**config.mk**
```make
export PLATFORM = sky130hd
export DESIGN_NAME = bounce_easing_curve
export DESIGN_NICKNAME = d
export VERILOG_FILES = /design/src/hw/rtl/bec_pkg.sv /design/src/hw/rtl/bec_prep.sv /design/src/hw/rtl/bec_div.sv /design/src/hw/rtl/bec_curve.sv /design/src/hw/rtl/bec_scale.sv /design/src/hw/rtl/bounce_easing_curve.sv
export VERILOG_INCLUDE_DIRS = /design/src /design/src/hw/rtl
export SDC_FILE = /design/constraint.sdc
export NUM_CORES = 2
export LEC_CHECK = 0
export BUFFER_PORTS_ARGS = -buffer_cell sky130_fd_sc_hd__buf_2
export CELL_PAD_IN_SITES_DETAIL_PLACEMENT = 2
export CELL_PAD_IN_SITES_GLOBAL_PLACEMENT = 2
export CORE_UTILIZATION = 44
export DETAILED_ROUTE_END_ITERATION = 10
export MAX_ROUTING_LAYER = met4
export PLACE_DENSITY_LB_ADDON = 0.15
export SLEW_MARGIN = 20
export SYNTH_ARGS = -nofsm -noshare
export SYNTH_HDL_FRONTEND = slang
export SYNTH_SLANG_ARGS = --single-unit
```
**constraint.sdc**
```tcl
create_clock -name clk -period 9.3 [get_ports clk]
set_input_delay 0.465 -clock clk [delete_from_list [all_inputs] [get_ports clk]]
set_output_delay 0.465 -clock clk [all_outputs]
set_load 0.005 [all_outputs]
```
**src/hw/rtl/bounce_easing_curve_macros.svh**
```systemverilog
// Assertion macros for the bounce easing curve block.
// Expect clk and rst_n in the scope where they are used; empty under SYNTHESIS.
`ifndef BOUNCE_EASING_CURVE_MACROS_SVH
`define BOUNCE_EASING_CURVE_MACROS_SVH
`ifndef SYNTHESIS
// Same-cycle implication
`define BEC_ASSERT_IMPL(lbl, ante, cons, msg) \
    lbl: assert property (@(posedge clk) disable iff (!rst_n) (ante) |-> (cons)) \
        else $error(msg);
// Next-cycle implication
`define BEC_ASSERT_NEXT(lbl, ante, cons, msg) \
    lbl: assert property (@(posedge clk) disable iff (!rst_n) (ante) |=> (cons)) \
        else $error(msg);
`else
`define BEC_ASSERT_IMPL(lbl, ante, cons, msg)
`define BEC_ASSERT_NEXT(lbl, ante, cons, msg)
`endif
`endif

```
**src/hw/rtl/bec_pkg.sv**
```systemverilog
// Shared types and codes for the bounce easing curve pipeline.
// No dependencies.
`timescale 1ns / 1ps

package bec_pkg;

    // Configuration register indexes
    localparam logic [1:0] REG_VARIANT  = 2'd0;
    localparam logic [1:0] REG_DURATION = 2'd1;
    localparam logic [1:0] REG_START    = 2'd2;
    localparam logic [1:0] REG_CHANGE   = 2'd3;

    // Variant register codes
    localparam logic [1:0] VAR_IN    = 2'd0;
    localparam logic [1:0] VAR_OUT   = 2'd1;
    localparam logic [1:0] VAR_INOUT = 2'd2;

    localparam int DUR_BITS = 16;
    localparam int VAL_BITS = 32;

    // How the curve value is folded after the ease-out evaluation
    typedef logic [1:0] mode_t;
    localparam mode_t MODE_OUT = 2'd0;
    localparam mode_t MODE_IN  = 2'd1;
    localparam mode_t MODE_LO  = 2'd2;
    localparam mode_t MODE_HI  = 2'd3;

endpackage

```
**src/hw/rtl/bec_prep.sv**
```systemverilog
// Entry stage: clamp the elapsed time and form the ease-out argument.
// Depends on bec_pkg.
`timescale 1ns / 1ps

module bec_prep import bec_pkg::*;
#(
    parameter int TIME_BITS = 16
)
(
    input  logic                 clk,
    input  logic                 rst_n,
    input  logic [1:0]           variant,
    input  logic [TIME_BITS-1:0] dur,
    input  logic                 up_valid,
    output logic                 up_ready,
    input  logic [TIME_BITS-1:0] elapsed,
    output logic                 dn_valid,
    input  logic                 dn_ready,
    output logic [TIME_BITS-1:0] arg,
    output mode_t                mode
);

    logic                 v_reg;
    logic [TIME_BITS-1:0] arg_reg, arg_next;
    mode_t                mode_reg, mode_next;
    logic [TIME_BITS-1:0] t;
    logic [TIME_BITS:0]   t2;
    logic [TIME_BITS:0]   d1;
    logic [TIME_BITS:0]   diff;

    assign up_ready = !v_reg || dn_ready;

    // Clamp and pick the argument per variant
    always_comb
    begin
        t  = (elapsed > dur) ? dur : elapsed;
        t2 = {t, 1'b0};
        d1 = {1'b0, dur};
        diff = '0;
        unique case (variant)
            VAR_IN:
            begin
                arg_next  = dur - t;
                mode_next = MODE_IN;
            end
            VAR_INOUT:
            begin
                if (t2 < d1)
                begin
                    diff      = d1 - t2;
                    mode_next = MODE_LO;
                end
                else
                begin
                    diff      = t2 - d1;
                    mode_next = MODE_HI;
                end
                arg_next = diff[TIME_BITS-1:0];
            end
            default:
            begin
                arg_next  = t;
                mode_next = MODE_OUT;
            end
        endcase
    end

    always_ff @(posedge clk or negedge rst_n)
    begin
        if (!rst_n)
            v_reg <= 1'b0;
        else if (up_ready)
            v_reg <= up_valid;
    end

    always_ff @(posedge clk)
    begin
        if (up_ready && up_valid)
        begin
            arg_reg  <= arg_next;
            mode_reg <= mode_next;
        end
    end

    assign dn_valid = v_reg;
    assign arg      = arg_reg;
    assign mode     = mode_reg;

endmodule

```
**src/hw/rtl/bec_div.sv**
```systemverilog
// Pipelined restoring divider: ratio = floor(arg * 2^FRAC_BITS / dur), one bit a stage.
// Depends on bec_pkg.
`timescale 1ns / 1ps

module bec_div import bec_pkg::*;
#(
    parameter int TIME_BITS = 16,
    parameter int FRAC_BITS = 16
)
(
    input  logic                 clk,
    input  logic                 rst_n,
    input  logic [TIME_BITS-1:0] dur,
    input  logic                 up_valid,
    output logic                 up_ready,
    input  logic [TIME_BITS-1:0] arg,
    input  mode_t                up_mode,
    output logic                 dn_valid,
    input  logic                 dn_ready,
    output logic [FRAC_BITS:0]   ratio,
    output mode_t                dn_mode
);

    localparam int STAGES = FRAC_BITS + 1;

    logic                 v_reg    [STAGES];
    logic [TIME_BITS-1:0] rem_reg  [STAGES];
    logic [FRAC_BITS:0]   q_reg    [STAGES];
    mode_t                mode_reg [STAGES];
    logic [STAGES:0]      rdy;

    assign rdy[STAGES] = dn_ready;
    assign up_ready    = rdy[0];

    for (genvar j = 0; j < STAGES; j++)
    begin : g_stage
        logic                 v_up;
        logic [TIME_BITS:0]   trial;
        logic [FRAC_BITS:0]   q_in;
        mode_t                mode_in;
        logic                 bit_q;
        logic [TIME_BITS:0]   sub;
        logic [TIME_BITS-1:0] rem_next;
        logic [FRAC_BITS:0]   q_next;

        if (j == 0)
        begin : g_first
            assign v_up    = up_valid;
            assign trial   = {1'b0, arg};
            assign q_in    = '0;
            assign mode_in = up_mode;
        end
        else
        begin : g_rest
            assign v_up    = v_reg[j-1];
            assign trial   = {rem_reg[j-1], 1'b0};
            assign q_in    = q_reg[j-1];
            assign mode_in = mode_reg[j-1];
        end

        assign rdy[j] = !v_reg[j] || rdy[j+1];

        // Trial subtract and set one quotient bit
        always_comb
        begin
            bit_q    = (trial >= {1'b0, dur});
            sub      = trial - {1'b0, dur};
            rem_next = bit_q ? sub[TIME_BITS-1:0] : trial[TIME_BITS-1:0];
            q_next   = q_in;
            q_next[FRAC_BITS-j] = bit_q;
        end

        always_ff @(posedge clk or negedge rst_n)
        begin
            if (!rst_n)
                v_reg[j] <= 1'b0;
            else if (rdy[j])
                v_reg[j] <= v_up;
        end

        always_ff @(posedge clk)
        begin
            if (rdy[j] && v_up)
            begin
                rem_reg[j]  <= rem_next;
                q_reg[j]    <= q_next;
                mode_reg[j] <= mode_in;
            end
        end
    end

    assign dn_valid = v_reg[STAGES-1];
    assign ratio    = q_reg[STAGES-1];
    assign dn_mode  = mode_reg[STAGES-1];

endmodule

```
**src/hw/rtl/bec_curve.sv**
```systemverilog
// Bounce ease-out evaluation in three stages: segment, square, level and fold.
// Depends on bec_pkg and bounce_easing_curve_macros.svh.
`timescale 1ns / 1ps
`include "bounce_easing_curve_macros.svh"

module bec_curve import bec_pkg::*;
#(
    parameter int FRAC_BITS = 16
)
(
    input  logic               clk,
    input  logic               rst_n,
    input  logic               up_valid,
    output logic               up_ready,
    input  logic [FRAC_BITS:0] ratio,
    input  mode_t              up_mode,
    output logic               dn_valid,
    input  logic               dn_ready,
    output logic [FRAC_BITS:0] frac,
    output mode_t              dn_mode
);

    localparam int XW = FRAC_BITS + 5;
    localparam int UW = FRAC_BITS + 6;
    localparam int AW = FRAC_BITS + 3;
    localparam int SW = 2 * AW;
    localparam logic [XW-1:0] BRK1 = XW'(4) << FRAC_BITS;
    localparam logic [XW-1:0] BRK2 = XW'(8) << FRAC_BITS;
    localparam logic [XW-1:0] BRK3 = XW'(10) << FRAC_BITS;
    localparam logic [UW-1:0] OFS1 = UW'(12) << FRAC_BITS;
    localparam logic [UW-1:0] OFS2 = UW'(18) << FRAC_BITS;
    localparam logic [UW-1:0] OFS3 = UW'(21) << FRAC_BITS;
    localparam logic [FRAC_BITS-1:0] LVL1 = FRAC_BITS'(3) << (FRAC_BITS - 2);
    localparam logic [FRAC_BITS-1:0] LVL2 = FRAC_BITS'(15) << (FRAC_BITS - 4);
    localparam logic [FRAC_BITS-1:0] LVL3 = FRAC_BITS'(63) << (FRAC_BITS - 6);
    localparam logic [FRAC_BITS:0]   ONE  = (FRAC_BITS + 1)'(1) << FRAC_BITS;
    localparam logic [AW:0]          UMAX = (AW + 1)'(8) << FRAC_BITS;

    logic                 v1_reg, v2_reg, v3_reg;
    logic                 ld1, ld2, ld3;
    logic [AW-1:0]        u_reg, u_next;
    logic [FRAC_BITS-1:0] k1_reg, k_next, k2_reg;
    mode_t                m1_reg, m2_reg, m3_reg;
    logic [SW-1:0]        sq_reg;
    logic [FRAC_BITS:0]   f_reg, f_next;
    logic [XW-1:0]        x11;
    logic [UW-1:0]        u22, ofs, ud;
    logic [FRAC_BITS:0]   fo;
    logic [FRAC_BITS:0]   inv;
    logic [FRAC_BITS+1:0] hi;

    assign ld3      = !v3_reg || dn_ready;
    assign ld2      = !v2_reg || ld3;
    assign ld1      = !v1_reg || ld2;
    assign up_ready = ld1;

    // Pick the segment and take the distance from its centre
    always_comb
    begin
        x11 = XW'(ratio) * XW'(11);
        u22 = {x11, 1'b0};
        priority if (x11 < BRK1)
        begin
            ofs = '0;   k_next = '0;
        end
        else if (x11 < BRK2)
        begin
            ofs = OFS1; k_next = LVL1;
        end
        else if (x11 < BRK3)
        begin
            ofs = OFS2; k_next = LVL2;
        end
        else
        begin
            ofs = OFS3; k_next = LVL3;
        end
        ud     = (u22 >= ofs) ? (u22 - ofs) : (ofs - u22);
        u_next = ud[AW-1:0];
    end

    // Scale the square, add the level and fold for the variant
    always_comb
    begin
        fo  = (FRAC_BITS + 1)'(sq_reg[SW-1:FRAC_BITS+6]) + (FRAC_BITS + 1)'(k2_reg);
        inv = ONE - fo;
        hi  = {1'b0, fo} + {1'b0, ONE};
        unique case (m2_reg)
            MODE_IN:  f_next = inv;
            MODE_LO:  f_next = {1'b0, inv[FRAC_BITS:1]};
            MODE_HI:  f_next = hi[FRAC_BITS+1:1];
            default:  f_next = fo;
        endcase
    end

    always_ff @(posedge clk or negedge rst_n)
    begin
        if (!rst_n)
        begin
            v1_reg <= 1'b0;
            v2_reg <= 1'b0;
            v3_reg <= 1'b0;
        end
        else
        begin
            if (ld1) v1_reg <= up_valid;
            if (ld2) v2_reg <= v1_reg;
            if (ld3) v3_reg <= v2_reg;
        end
    end

    always_ff @(posedge clk)
    begin
        if (ld1 && up_valid)
        begin
            u_reg  <= u_next;
            k1_reg <= k_next;
            m1_reg <= up_mode;
        end
        if (ld2 && v1_reg)
        begin
            sq_reg <= u_reg * u_reg;
            k2_reg <= k1_reg;
            m2_reg <= m1_reg;
        end
        if (ld3 && v2_reg)
        begin
            f_reg  <= f_next;
            m3_reg <= m2_reg;
        end
    end

    assign dn_valid = v3_reg;
    assign frac     = f_reg;
    assign dn_mode  = m3_reg;

    `BEC_ASSERT_IMPL(a_ratio_le_one, up_valid, ratio <= ONE, "ratio above one")
    `BEC_ASSERT_IMPL(a_dist_bound, v1_reg, {1'b0, u_reg} < UMAX, "segment distance too large")
    `BEC_ASSERT_IMPL(a_frac_le_one, v3_reg, f_reg <= ONE, "curve value above one")
    `BEC_ASSERT_NEXT(a_sq_advance, v1_reg && ld2, v2_reg, "square stage lost a transfer")

endmodule

```
**src/hw/rtl/bec_scale.sv**
```systemverilog
// Output stages: change times curve value, then add start and saturate.
// Depends on bec_pkg.
`timescale 1ns / 1ps

module bec_scale import bec_pkg::*;
#(
    parameter int FRAC_BITS = 16
)
(
    input  logic                       clk,
    input  logic                       rst_n,
    input  logic signed [VAL_BITS-1:0] start_value,
    input  logic signed [VAL_BITS-1:0] change,
    input  logic                       up_valid,
    output logic                       up_ready,
    input  logic [FRAC_BITS:0]         frac,
    output logic                       dn_valid,
    input  logic                       dn_stall,
    output logic signed [VAL_BITS-1:0] eased_value
);

    localparam int PW = VAL_BITS + FRAC_BITS + 2;
    localparam int QW = PW - FRAC_BITS;
    localparam int SUMW = QW + 1;
    localparam logic signed [SUMW-1:0] VMAX = SUMW'({1'b0, {(VAL_BITS-1){1'b1}}});
    localparam logic signed [SUMW-1:0] VMIN = -VMAX - SUMW'(1);

    logic                       v1_reg, v2_reg, ld1, ld2;
    logic signed [PW-1:0]       p_reg;
    logic signed [VAL_BITS-1:0] out_reg, out_next;
    logic signed [QW-1:0]       q;
    logic signed [SUMW-1:0]     sum;

    assign ld2      = !v2_reg || !dn_stall;
    assign ld1      = !v1_reg || ld2;
    assign up_ready = ld1;

    // Floor the product and saturate the sum
    always_comb
    begin
        q   = p_reg[PW-1:FRAC_BITS];
        sum = SUMW'(start_value) + SUMW'(q);
        if (sum > VMAX)
            out_next = VMAX[VAL_BITS-1:0];
        else if (sum < VMIN)
            out_next = VMIN[VAL_BITS-1:0];
        else
            out_next = sum[VAL_BITS-1:0];
    end

    always_ff @(posedge clk or negedge rst_n)
    begin
        if (!rst_n)
        begin
            v1_reg <= 1'b0;
            v2_reg <= 1'b0;
        end
        else
        begin
            if (ld1) v1_reg <= up_valid;
            if (ld2) v2_reg <= v1_reg;
        end
    end

    always_ff @(posedge clk)
    begin
        if (ld1 && up_valid)
            p_reg <= PW'(change) * $signed({1'b0, frac});
        if (ld2 && v1_reg)
            out_reg <= out_next;
    end

    assign dn_valid    = v2_reg;
    assign eased_value = out_reg;

endmodule

```
**src/hw/rtl/bounce_easing_curve.sv**
```systemverilog
// Channel  | Handshake          | Payload
// in       | in_valid/in_stall  | elapsed
// out      | out_valid/out_stall| eased_value
// cfg      | cfg_write          | cfg_index, cfg_data
// One item enters per cycle unless a stall holds it off; the path runs through
// the prep stage, the one-bit-a-stage ratio divider, then curve and scaling stages.
// Reset clears all valid bits and loads the register defaults; no clearing pass.
// Stalls ripple back stage by stage, so bubbles fill before input is held off.
// Top level; depends on bec_pkg, bec_prep, bec_div, bec_curve, bec_scale.
`timescale 1ns / 1ps

module bounce_easing_curve import bec_pkg::*;
#(
    parameter int TIME_BITS = 16,
    parameter int FRAC_BITS = 16
)
(
    input  logic                       clk,
    input  logic                       rst_n,
    input  logic                       cfg_write,
    input  logic [1:0]                 cfg_index,
    input  logic [VAL_BITS-1:0]        cfg_data,
    input  logic                       in_valid,
    output logic                       in_stall,
    input  logic [TIME_BITS-1:0]       elapsed,
    output logic                       out_valid,
    input  logic                       out_stall,
    output logic signed [VAL_BITS-1:0] eased_value
);

    logic [1:0]                 variant_reg;
    logic [DUR_BITS-1:0]        duration_reg;
    logic signed [VAL_BITS-1:0] start_reg, change_reg;
    logic [TIME_BITS-1:0]       dur;
    logic                       prep_ready, a_valid, div_ready, b_valid;
    logic                       curve_ready, c_valid, scale_ready;
    logic [TIME_BITS-1:0]       a_arg;
    mode_t                      a_mode, b_mode, c_mode;
    logic [FRAC_BITS:0]         b_ratio, c_frac;

    // Hold the configuration registers
    always_ff @(posedge clk or negedge rst_n)
    begin
        if (!rst_n)
        begin
            variant_reg  <= VAR_OUT;
            duration_reg <= DUR_BITS'(256);
            start_reg    <= '0;
            change_reg   <= VAL_BITS'(65536);
        end
        else if (cfg_write)
        begin
            unique case (cfg_index)
                REG_VARIANT:  variant_reg  <= cfg_data[1:0];
                REG_DURATION: duration_reg <= cfg_data[DUR_BITS-1:0];
                REG_START:    start_reg    <= cfg_data;
                REG_CHANGE:   change_reg   <= cfg_data;
                default:      ;
            endcase
        end
    end

    // Fit the duration to the time width and treat zero as one tick
    always_comb
    begin
        dur = '0;
        for (int i = 0; i < TIME_BITS; i++)
            if (i < DUR_BITS)
                dur[i] = duration_reg[i];
        if (dur == '0)
            dur = TIME_BITS'(1);
    end

    assign in_stall = !prep_ready;

    bec_prep #(.TIME_BITS(TIME_BITS)) u_prep (
        .clk(clk), .rst_n(rst_n), .variant(variant_reg), .dur(dur),
        .up_valid(in_valid), .up_ready(prep_ready), .elapsed(elapsed),
        .dn_valid(a_valid), .dn_ready(div_ready), .arg(a_arg), .mode(a_mode)
    );

    bec_div #(.TIME_BITS(TIME_BITS), .FRAC_BITS(FRAC_BITS)) u_div (
        .clk(clk), .rst_n(rst_n), .dur(dur),
        .up_valid(a_valid), .up_ready(div_ready), .arg(a_arg), .up_mode(a_mode),
        .dn_valid(b_valid), .dn_ready(curve_ready), .ratio(b_ratio), .dn_mode(b_mode)
    );

    bec_curve #(.FRAC_BITS(FRAC_BITS)) u_curve (
        .clk(clk), .rst_n(rst_n),
        .up_valid(b_valid), .up_ready(curve_ready), .ratio(b_ratio), .up_mode(b_mode),
        .dn_valid(c_valid), .dn_ready(scale_ready), .frac(c_frac), .dn_mode(c_mode)
    );

    bec_scale #(.FRAC_BITS(FRAC_BITS)) u_scale (
        .clk(clk), .rst_n(rst_n), .start_value(start_reg), .change(change_reg),
        .up_valid(c_valid), .up_ready(scale_ready), .frac(c_frac),
        .dn_valid(out_valid), .dn_stall(out_stall), .eased_value(eased_value)
    );

endmodule
```
==> flow_summary.ini <==
[place]
place_hpwl_um = 178700
numPortBuffers = 88
gp_congestion = 0.8573

[layout]
seq_area_sq_um = 20290
nNetsFinal = 8562
fillers = 16548
largest_register_ffs = 256
multi_input_area_sq_um = 45380
fin_util = 0.4836
area_delta_synth_final_pct = 8.667
drive_gt1_frac = 0.08205

[cts]
cts_sinks = 693
cts-resized-gates = 0
clk_latency_ns = 0.71
clk_pin_slew_worst_paths_ns = 0.06
clockRootBuffer = clkbuf_16
cts_tree = done
clock_path_buffers = 3
numCtsBuffers = 91
htree_levels = 3

[timing]
tightest_slew_ns = 1.116
slew_viol_final = 0
min_period_ns = 8.451
relSlewSlack = 0.2483
clock_skew_ns = 0.03927
hold_viol = 0
grt_setup_unrepaired = no
fmax_mhz = 118.3
setup_violations = 0
fin_setup_tns_ns = 0
period_share = 0.9087
hold_ws_ns = 0.04114

[synth]
synth_area_per_cell_sq_um = 10.06
synth_fp_nets = 8499
synth_flop_cell = edfxtp_1
synth_top_area_cell = edfxtp_1
synth.area.top_cells = edfxtp_1 25%, fa_1 22%, ha_1 11%
yosys_register_bits = 693
synth_edf_count = 588
synthArstFlopShare = 0.1515
netlist_area_sq_um = 70730
yosysTopAreaCellShare = 0.2497
synthMostInstantiatedCell = inv_1
synth_cells = 7029
yosys_warnings = 0
synth-seq-area-share = 0.2869
yosysUniqueCellTypes = 98
synthTopCellsByCount = 1146 x inv_1, 769 x fa_1, 646 x ha_1

[global_route]
overflow = 0
grt_pass1_wl_um = 365400
first_global_vias = 61173
gr-usage-all-layers = 0.2997
antenna_found_initial = 11
grt_max_degree = 56

[job]
maxCapViolations = 0

[detailed_routing]
wl_um = 233700
ant_nets = 0
viasPerCell = 5.667
wl_per_cell_um = 25.29
vias = 52363
dr.pass1.iters = 5
route.detailed.drc = 0
drtIter0Drc = 2736

[floorplanning]
die_w_um = 402.9
io_pins = 89
start_util = 0.4450
fp.dieH_um = 402.9
core-area_sq_um = 158900
die_area_sq_um = 162300
rows = 146

[status]
outcome = finished, final reports clean

[setup_path]
cp_max_fo = 23
cp.arrival_ns = 8.85
crit_path_max_incr_delay_ns = 1.08
crit_path_top_delay_cell = edfxtp_1
worstSetupPathType = flop to flop
crit_path_end_kind = flop
path_cells = buf_4 -> nand2_1 -> fa_1 -> inv_1 -> fa_1 -> ha_1 -> fa_1 -> fa_1 -> inv_1 -> fa_1 -> inv_1 -> ha_1 -> a21o_1 -> a21oi_1 -> o21ai_0 -> o211ai_1 -> nand3b_1 -> a21oi_1 -> o21ai_0 -> a211o_1 -> o211a_1 -> mux2i_1 -> o2111ai_1
startpoint_type = flop
required_ns = 9.70
crit_path_frequent_cell = fa_1

[min_path]
hp-class = primary input to flop
-- cells in the final DEF, fill, tap and decap left out, types with 39 or more instances in the layout --
master	synthesis	final
nor2b_1	90	85
or3_1	39	39
ha_1	646	646
nand4_1	61	61
buf_2	17	87
a21oi_1	457	457
edfxtp_1	588	588
o21a_1	44	44
and2_1	328	325
a21o_1	179	179
nand2_1	558	558
fa_1	769	769
o21bai_1	40	40
buf_4	1	95
dfrtp_1	102	102
o21ai_0	155	155
inv_1	1146	1145
a211oi_1	52	52
clkbuf_16	0	91
xor2_1	120	120
nand3_1	41	40
mux2_2	171	171
nor2_1	453	452
nor3_1	89	89
xnor2_1	236	236
-- metal layers --
| metal | track usage | vias to the layer above | share of wire |
|---|---|---|---|
| li1 | - | 23501 | - |
| met2 | 0.5343 | 942 | 0.53 |
| met5 | - | - | 0 |
| met3 | 0.02704 | 377 | 0.033 |
| met4 | 0.08705 | 0 | 0.029 |
| met1 | 0.3593 | 27543 | 0.41 |
-- metrics by stage --
stage               cell area, sq um  worst slack [ns]  std cells
floorplan                      70730             2.266       7029
global placement               73710             1.288       9065
detailed placement             73710            0.8883       9065
CTS                            76800            0.8974       9236
global route                   76860            0.6051       9240
finish                         76860            0.8487       9240
-- final timing paths --
kind / from / slack [ns] / to / depth (start not counted)
min in group asynchronous: rst_n / 0.45 / start_reg[16]$_DFFE_PN0P_ / 2
min reg2reg: u_div.q_reg[0][248]$_DFFE_PP_ / 0.41 / u_div.q_reg[0][265]$_DFFE_PP_ / 0
max: u_curve.frac[9]$_DFFE_PP_ / 0.85 / u_scale.p_reg[32]$_DFFE_PP_ / 23
max reg2reg: u_curve.frac[9]$_DFFE_PP_ / 0.85 / u_scale.p_reg[32]$_DFFE_PP_ / 23
min: cfg_data[24] / 0.04 / change_reg[24]$_DFFE_PN0P_ / 2
max in group asynchronous: rst_n / 7.48 / u_div.g_stage[5].v_up$_DFFE_PN0P_ / 3
-- critical path, delay by kind of cell (launching register included) --
kind            cells  cell delay, ns
buf+inv             4            0.55
simple gates        2            0.37
mux                 1            0.19
fa+ha+maj           7            3.33
compound gates      9            2.60
flops               1            1.08
-- cell families after synthesis --
logic type                 Yosys count  share of synthesized area
muxes                              206                    0.03237
xor gates and xnor gates           356                    0.04409
buffers and inverters             1366                    0.07317
DFF                                693                     0.2869
AOI/OAI and AO/OA                 1194                     0.1078
and+or+nand+nor                   1798                     0.1236
adders and majority gates         1416                     0.3321
-- area by class of cell --
type                       instances  area share
antenna                            2  0.00006512
clock buffer                     124     0.03267
clock inverter                    43    0.007033
inverter                        1148     0.05607
multi-input combinational       4970      0.5904
sequential                       693      0.2640
tap                             2072     0.03373
timing repair buffer             188     0.01602
-- timing repair --
item / in CTS / in global routing
buffers inserted: 0 / 0
endpoints found under the hold margin: 57 / 0
hold buffers: 4 / 0
setup endpoints to repair: 0 / 0
Power is not shown: default switching activity piles up to over one toggle a cycle in this logic, so the estimate is an artifact.
